<file path="src/rtl/core/hics_pkg.sv">
// ----------------------------------------------------------------------------
// hics_pkg: shared definitions for the histogram inverse-CDF sampler
// Widths, operation and status codes, sequencer states and the structs
// that travel between the sampler's modules.
// ----------------------------------------------------------------------------
package hics_pkg;

    // table geometry
    localparam int MAX_BINS   = 256;
    localparam int IDX_W      = $clog2(MAX_BINS);
    localparam int BIN_W      = IDX_W + 1;

    // field widths
    localparam int ENERGY_W   = 32;
    localparam int COUNT_W    = 24;
    localparam int RAND_W     = 16;
    localparam int SUM_W      = 32;

    // datapath widths
    localparam int Y_W        = RAND_W + SUM_W;
    localparam int PROD_W     = Y_W + ENERGY_W;
    localparam int MUL_CHUNKS = Y_W / RAND_W;
    localparam int CHUNK_W    = $clog2(MUL_CHUNKS);
    localparam int DIV_STEPS  = SUM_W;
    localparam int DIV_CNT_W  = $clog2(DIV_STEPS) + 1;

    // operation code of an input word
    typedef enum logic {
        OP_LOAD   = 1'b0,
        OP_SAMPLE = 1'b1
    } t_op;

    // result status
    typedef enum logic [1:0] {
        ST_OK   = 2'd0,
        ST_FEW  = 2'd1,
        ST_FLAT = 2'd2,
        ST_SAT  = 2'd3
    } t_status;

    // sample sequencer
    typedef enum logic [3:0] {
        S_IDLE,
        S_SCALE,
        S_SRCH_ADDR,
        S_SRCH_CMP,
        S_RD0,
        S_RD1,
        S_RD2,
        S_PREP,
        S_MUL,
        S_ACC,
        S_DIV_GO,
        S_DIV_WAIT,
        S_FIN,
        S_OUT
    } t_state;

    // one bin load toward the table
    typedef struct packed {
        logic                en;
        logic                first;
        logic [ENERGY_W-1:0] energy;
        logic [COUNT_W-1:0]  count;
    } t_load_req;

    // divider status
    typedef struct packed {
        logic busy;
        logic done;
    } t_div_stat;

endpackage

</file>
<file path="src/rtl/core/hics_div.sv">
// ----------------------------------------------------------------------------
// hics_div: serial restoring divider
// Divides a 64-bit dividend by a 32-bit divisor, one quotient bit per
// cycle. The caller guarantees the high half is below the divisor, so the
// quotient fits in 32 bits.
// ----------------------------------------------------------------------------
module hics_div (
    input  logic                       i_clk,
    input  logic                       i_rst_n,
    input  logic                       i_start,
    input  logic [hics_pkg::SUM_W-1:0] i_num_hi,
    input  logic [hics_pkg::SUM_W-1:0] i_num_lo,
    input  logic [hics_pkg::SUM_W-1:0] i_den,
    output hics_pkg::t_div_stat        o_stat,
    output logic [hics_pkg::SUM_W-1:0] o_quot
);

    logic [hics_pkg::SUM_W-1:0]     r_rem;
    logic [hics_pkg::SUM_W-1:0]     r_quo;
    logic [hics_pkg::SUM_W-1:0]     r_den;
    logic [hics_pkg::DIV_CNT_W-1:0] r_cnt;
    logic                           r_busy;
    logic                           r_done;

    logic [hics_pkg::SUM_W:0]       rem_sh;
    logic [hics_pkg::SUM_W:0]       rem_sub;
    logic                           ge;

    // one restoring step
    always_comb begin
        rem_sh  = {r_rem, r_quo[hics_pkg::SUM_W-1]};
        ge      = rem_sh >= {1'b0, r_den};
        rem_sub = rem_sh - {1'b0, r_den};
    end

    // payload: remainder, dividend/quotient shift register, divisor
    always_ff @(posedge i_clk) begin
        if (i_start) begin
            r_rem <= i_num_hi;
            r_quo <= i_num_lo;
            r_den <= i_den;
        end else if (r_busy) begin
            r_rem <= ge ? rem_sub[hics_pkg::SUM_W-1:0] : rem_sh[hics_pkg::SUM_W-1:0];
            r_quo <= {r_quo[hics_pkg::SUM_W-2:0], ge};
        end
    end

    // step counter
    always_ff @(posedge i_clk) begin
        if (!i_rst_n) begin
            r_busy <= 1'b0;
            r_done <= 1'b0;
            r_cnt  <= '0;
        end else begin
            r_done <= r_busy && (r_cnt == hics_pkg::DIV_CNT_W'(1));
            if (i_start) begin
                r_busy <= 1'b1;
                r_cnt  <= hics_pkg::DIV_CNT_W'(hics_pkg::DIV_STEPS);
            end else if (r_busy) begin
                r_cnt <= r_cnt - 1'b1;
                if (r_cnt == hics_pkg::DIV_CNT_W'(1)) begin
                    r_busy <= 1'b0;
                end
            end
        end
    end

    assign o_stat.busy = r_busy;
    assign o_stat.done = r_done;
    assign o_quot      = r_quo;

endmodule

</file>
<file path="config.mk">
export PLATFORM = sky130hd
export DESIGN_NAME = hics_div
export DESIGN_NICKNAME = d
export VERILOG_FILES = /design/src/rtl/core/hics_pkg.sv /design/src/rtl/core/hics_div.sv
export SDC_FILE = /design/constraint.sdc
export NUM_CORES = 1
export LEC_CHECK = 0
export BUFFER_PORTS_ARGS = -buffer_cell sky130_fd_sc_hd__buf_4
export CORE_MARGIN = 2
export CORE_UTILIZATION = 50
export DETAILED_ROUTE_END_ITERATION = 10
export PLACE_DENSITY = 0.86
export REMOVE_ABC_BUFFERS = 1
export SYNTH_ARGS = -nofsm -noshare
export SYNTH_HDL_FRONTEND = slang
export SYNTH_SLANG_ARGS = --single-unit
</file>
<file path="constraint.sdc">
create_clock -name i_clk -period 2.5 [get_ports i_clk]
set_clock_uncertainty 0.05 [all_clocks]
set_input_delay 0.75 -clock i_clk [delete_from_list [all_inputs] [get_ports i_clk]]
set_output_delay 0.75 -clock i_clk [all_outputs]
set_load 0.05 [all_outputs]
</file>
==> run summary, run 1 <==
Max Freq = 343 MHz
P per Cell Area = 945 mW/mm^2
DRT antenna net count = 0
Antenna Cells = 0
Crit path required time = 2.56 ns
Row cnt = 41
DRT iter0 DRCs = 518
Reg2Reg Depth = 12
Mapped cell area = 0.00634 sq mm
Crit path time final = 2.91 ns
Asr flop ratio synth = 0%
X dimension of the die = 117 microns
Internal = 0.00553 W
Unrepaired setup endpoints after global routing = true
Dominant synthesized flop cell = edfxtp_1
Layout Utilization = 74.6%
Largest net degree at the start of global routing = 65
Syn Area/Cell = 10.9 sq um
Boundary pin count = 133
Total Wirelength = 19100 microns
Vias in the first global route = 6054
Top cell type's share of synthesized area = 45.5%
Sw Ratio = 37.3%
CP Launch Type = flop
DRC viols = 0
Setup TNS = -8.47 ns
Total gr overflow = 0
VDD IR max = 0.703 mV
Worst Hold Class = flop to flop
TritonRoute pass-1 iters = 7
Syn. warnings = 0
Die ar. = 0.0136 sq mm
Hold Path Cell Cnt = 2
Setup crit end kind = flop
Most common cell in the netlist = edfxtp_1
Top cells by instance count after synthesis = 96 x edfxtp_1, 57 x nand2_1, 42 x inv_1
Layout fillers = 808
H-tree level count = 3
Initial core utilization = 50.6%
Cells after Synth = 583
Hold-fix buffers at CTS = 0
Initial antenna violation count = 0
Worst hold margin = 0.486 ns
Placed cells = 962
Worst Path Arrival = 2.98 ns
Flop pwr share = 28.0%
Worst-margin pin slew = 0.472 ns
Area leader, netlist = edfxtp_1
Core outline area = 0.0125 sq mm
WL/cell = 18.8 microns
Cts bufs inserted = 9
Setup violations, final = 33
Synth unique cells = 63
Outcome = finished, violations left
Dpl ws = -0.508 ns
Worst-Skew Late Latency = 0.37 ns
Worst-path clk slew = 0.08 ns
Sequential cell area fraction in the yosys report = 48.0%
PnR worst setup slack = -0.412 ns
CTS tree = built
First-pass GRT wire length = 29400 microns
Area delta synth->final = 47.4%
Clock Path Buffers = 2
Total track usage = 28.0%
Setup Crit Path Kind = flop to flop
HPWL after detailed placement = 12200 microns
Post-synth EDFFs = 96
Fin nets = 975
Area contributors post-synth = edfxtp_1 45%, ha_1 6.7%, mux2_2 6.0%, nand2_1 3.4%, dfxtp_1 2.5%
Non-Filler Instances = 1018
Combinational Power Share = 55.5%
Endpoints failing hold = 0
Worst-path fanout max = 4
RD Place Congestion = 0.927
Drt via density = 5.72
Sink Count = 104
DR vias = 5826
Die Y-Extent = 117 microns
Root cell of the clock tree = clkbuf_16
Leakage = 4.04 nW
Relative slew slack = 68.6%
Failing checks = negative setup slack
Final period utilization = 116%
IO buf count = 132
Power share of the clock group = 16.4%
Sw power = 0.00329 W
MaxCap Viol Count = 0
Slew Viols, Final = 0
Share of cells above drive strength 1 = 46.7%
FF+latch count, synth = 104
==> critical path: stages, from the launching register on <==
cell and delay [ns]:
edfxtp_1 0.41, inv_2 0.10, ha_4 0.13, inv_2 0.03, fa_2 0.36, a211oi_2 0.30
o21ai_1 0.10, o211ai_1 0.17, nand2_1 0.23, a211o_1 0.34, a21oi_2 0.19, xor2_1 0.16
o31ai_1 0.08
==> final cells by class <==
cell class	instances	area [sq um]	share of cell area, %
Multi-Input combinational cell	405	3370	36.0
Tap cell	172	215	2.30
Clock buffer	11	254	2.72
Sequential cell	104	3040	32.6
Timing Repair Buffer	279	2260	24.2
Clock inverter	5	46.3	0.496
Inverter	42	158	1.69
==> logic make-up after synthesis <==
| family | synth area share, % |
|---|---|
| adder cells (fa/ha/maj) | 7.03 |
| flip-flops | 48.0 |
| multiplexers | 6.99 |
| XOR/XNOR | 4.28 |
| AND/OR/NAND/NOR | 12.1 |
| buffers and inverters | 5.11 |
| AO/OA/AOI/OAI | 16.5 |
==> registers in the layout, indices dropped and copies added (netlist names) <==
name / flops
o_quot: 32
r_cnt: 6
r_done: 1
r_rem: 32
r_busy: 1
r_den: 32
==> placed cells by master (no fill, tap or decap), types with 6 or more instances in the layout <==
| master | synthesis | final |
|---|---|---|
| buf_4 | 3 | 256 |
| edfxtp_1 | 96 | 96 |
| nand2_1 | 57 | 55 |
| inv_1 | 42 | 37 |
| mux2_2 | 34 | 33 |
| nor2_1 | 32 | 29 |
| ha_1 | 34 | 20 |
| a21oi_1 | 27 | 18 |
| xor2_1 | 16 | 16 |
| a21o_1 | 15 | 15 |
| xnor2_1 | 15 | 15 |
| nand3b_1 | 14 | 14 |
| ha_4 | 0 | 13 |
| buf_6 | 3 | 13 |
| o21ai_0 | 19 | 11 |
| o311ai_1 | 0 | 11 |
| a21oi_2 | 2 | 10 |
| clkbuf_16 | 0 | 10 |
| o211ai_1 | 9 | 9 |
| o21ai_1 | 1 | 8 |
| nand3_1 | 9 | 8 |
| dfxtp_1 | 8 | 8 |
| nor2b_1 | 8 | 7 |
| o21a_1 | 7 | 6 |
| a221o_1 | 6 | 6 |
| mux2i_1 | 6 | 6 |
| buf_12 | 0 | 6 |
==> repair_timing <==
action / 4_1_cts / 5_1_grt
endpoints found under the setup margin: 33 / 33
resized for setup: 94 / 24
pin swaps: 55 / 18
setup buffers: 25 / 15
cloned: 1 / 0
==> layer usage <==
metal  routed length, microns  GRT usage (%)  share of wire (%)
met5                        0              0                  0
met4                      586           10.7                3.1
met3                     1620           9.03                8.5
met2                     9670           48.7                 51
met1                     7250           32.3                 38
==> through the flow <==
| step | total power (W) | instance area [sq um] |
|---|---|---|
| after global routing | 0.00924 | 9340 |
| after detailed placement | 0.00614 | 8210 |
| final | 0.00882 | 9340 |
| after floorplan | 0.00459 | 6170 |
| after global placement | 0.00599 | 8210 |
| after CTS | 0.00836 | 9090 |
==> worst paths after layout <==
kind / start / endpoint / slack, ns
setup / recovery: o_quot[31]$_DFFE_PP_ / r_rem[16]$_DFFE_PP_ / -0.41
hold / removal: r_cnt[0]$_SDFFE_PP0P_ / r_cnt[0]$_SDFFE_PP0P_ / 0.49
setup reg to reg: o_quot[31]$_DFFE_PP_ / r_rem[16]$_DFFE_PP_ / -0.41
hold reg to reg: r_cnt[0]$_SDFFE_PP0P_ / r_cnt[0]$_SDFFE_PP0P_ / 0.49
==> power groups by stage <==
stage | logic (W) | clock network [W] | registers [W]
floorplan | 0.00197 | 0 | 0.00262
detailed placement | 0.00368 | 0 | 0.00246
finish | 0.00490 | 0.00145 | 0.00247
CTS | 0.00445 | 0.00147 | 0.00245
global placement | 0.00354 | 0 | 0.00245
global route | 0.00522 | 0.00152 | 0.00250
Power figures use the tool's default switching activity.
==> run 2, diff against run 1 <==
Settings changed: CTS_BUF_LIST set to sky130_fd_sc_hd__clkbuf_16, CTS_CLUSTER_SIZE set to 25, REMOVE_ABC_BUFFERS 1 to not set.
==> run summary, run 2 (synthesis results as in run 1) <==
Outcome = finished, violations left
Failing checks = negative setup slack
Crit path time final = 2.87 ns
DRT iter0 DRCs = 290
Setup crit end kind = flop
CP Launch Type = flop
Vias in the first global route = 5832
RD Place Congestion = 0.857
Fin nets = 994
Worst-path fanout max = 2
HPWL after detailed placement = 12600 microns
DR vias = 5709
Total chip power = 0.00895 W
FF+latch area = 0.00304 sq mm
Setup TNS = -6.50 ns
Setup Crit Path Kind = flop to flop
DRT antenna net count = 0
Total track usage = 26.8%
P per Cell Area = 932 mW/mm^2
Dpl ws = -0.382 ns
Unrepaired setup endpoints after global routing = true
Worst Hold Class = flop to flop
Post-DP Area = 0.00844 sq mm
IO buf count = 132
Max Freq = 348 MHz
TritonRoute pass-1 iters = 5
Layout fillers = 816
Clock Path Buffers = 2
First-pass GRT wire length = 28000 microns
Area delta synth->final = 51.5%
Most common cell after layout, fill and taps aside = buf_4
Largest net degree at the start of global routing = 44
Final Cell Area = 0.00960 sq mm
X dimension of the die = 117 microns
Commonest cells after routing, fill and taps aside = 277 x buf_4, 96 x edfxtp_1, 54 x nand2_1
Endpoints failing hold = 0
Leakage = 4.16 nW
Multi-input logic area = 0.00345 sq mm
Worst-path clk slew = 0.08 ns
Initial core utilization = 50.6%
Worst-Skew Late Latency = 0.37 ns
Root cell of the clock tree = clkbuf_16
Core outline area = 0.0125 sq mm
Worst-margin pin slew = 0.586 ns
Sink Count = 104
Cts bufs inserted = 9
Worst hold margin = 0.457 ns
Slew Viols, Final = 0
Final period utilization = 115%
DRC viols = 0
Antenna Cells = 0
Total gr overflow = 0
Die ar. = 0.0136 sq mm
Share of cells above drive strength 1 = 49.1%
Crit path required time = 2.54 ns
Setup violations, final = 32
Worst Path Arrival = 2.92 ns
Boundary pin count = 133
CTS tree = built
Row cnt = 41
PnR worst setup slack = -0.373 ns
Total Wirelength = 18200 microns
Drt via density = 5.51
Hold-fix buffers at CTS = 0
H-tree level count = 3
Die Y-Extent = 117 microns
Syn nets = 717
Initial antenna violation count = 0
Relative slew slack = 60.0%
MaxCap Viol Count = 0
VDD IR max = 0.642 mV
WL/cell = 17.5 microns
==> run 2: changes by cell type in the layout (fill, tap and decap cells not counted), sizes merged <==
| cell | previous run | this run |
|---|---|---|
| clkbuf | 11 | 9 |
| clkinvlp | 0 | 1 |
| buf | 279 | 298 |
| inv | 45 | 46 |
==> run 2: area by class of cell <==
cell class                 instances  share of cell area [%]
clock buffer                       9                    2.35
inverter                          42                    1.64
timing repair buffer             298                    25.4
clock inverter                     7                   0.756
sequential                       104                    31.7
multi-input combinational        405                    36.0
tap                              172                    2.24
==> run 2: repair_timing <==
action	in CTS	in global routing
endpoints found under the setup margin	33	33
cloned	3	0
buffers inserted	24	20
gates resized for setup	53	40
pin swaps	40	46
==> run 2: worst max-delay path, cell delays in order (launching register included) <==
cell      delay [ns]
edfxtp_1        0.39
inv_1           0.09
ha_2            0.18
inv_2           0.04
fa_2            0.38
a211oi_4        0.24
o21ai_1         0.10
o211ai_1        0.14
a21oi_2         0.12
buf_4           0.16
a21boi_2        0.13
buf_4           0.13
a41o_1          0.17
xor2_1          0.17
o31ai_1         0.09
==> run 2: path summary, 6_finish.rpt <==
check | slack, ns | endpoint | cells after the start | startpoint
worst max-delay path | -0.37 | r_rem[28]$_DFFE_PP_ | 14 | o_quot[31]$_DFFE_PP_
worst min-delay path | 0.46 | r_cnt[1]$_SDFFE_PP0P_ | 2 | r_cnt[1]$_SDFFE_PP0P_
worst max register to register | -0.37 | r_rem[28]$_DFFE_PP_ | 14 | o_quot[31]$_DFFE_PP_
worst min register to register | 0.46 | r_cnt[1]$_SDFFE_PP0P_ | 2 | r_cnt[1]$_SDFFE_PP0P_
==> run 2: report_power, final <==
| group | internal (W) | switching, W |
|---|---|---|
| logic | 0.00265 | 0.00240 |
| registers | 0.00227 | 0.000200 |
| clock network | 0.000707 | 0.000717 |
| total | 0.00563 | 0.00332 |
==> run 2: metal layers <==
| layer | vias to the layer above | wire, microns | track usage [%] |
|---|---|---|---|
| li1 | 2727 | - | - |
| met1 | 2729 | 7090 | 29.7 |
| met2 | 217 | 9290 | 48.3 |
| met3 | 36 | 1300 | 7.94 |
| met4 | 0 | 478 | 10.8 |
| met5 | - | 0 | 0 |
==> run 2: per-stage QoR <==
step / cells / util (%)
after floorplan: 583 / -
after global placement: 978 / 67.4
after detailed placement: 978 / 67.4
after CTS: 1021 / 74.3
after global routing: 1037 / 76.7
final: 1037 / 76.7
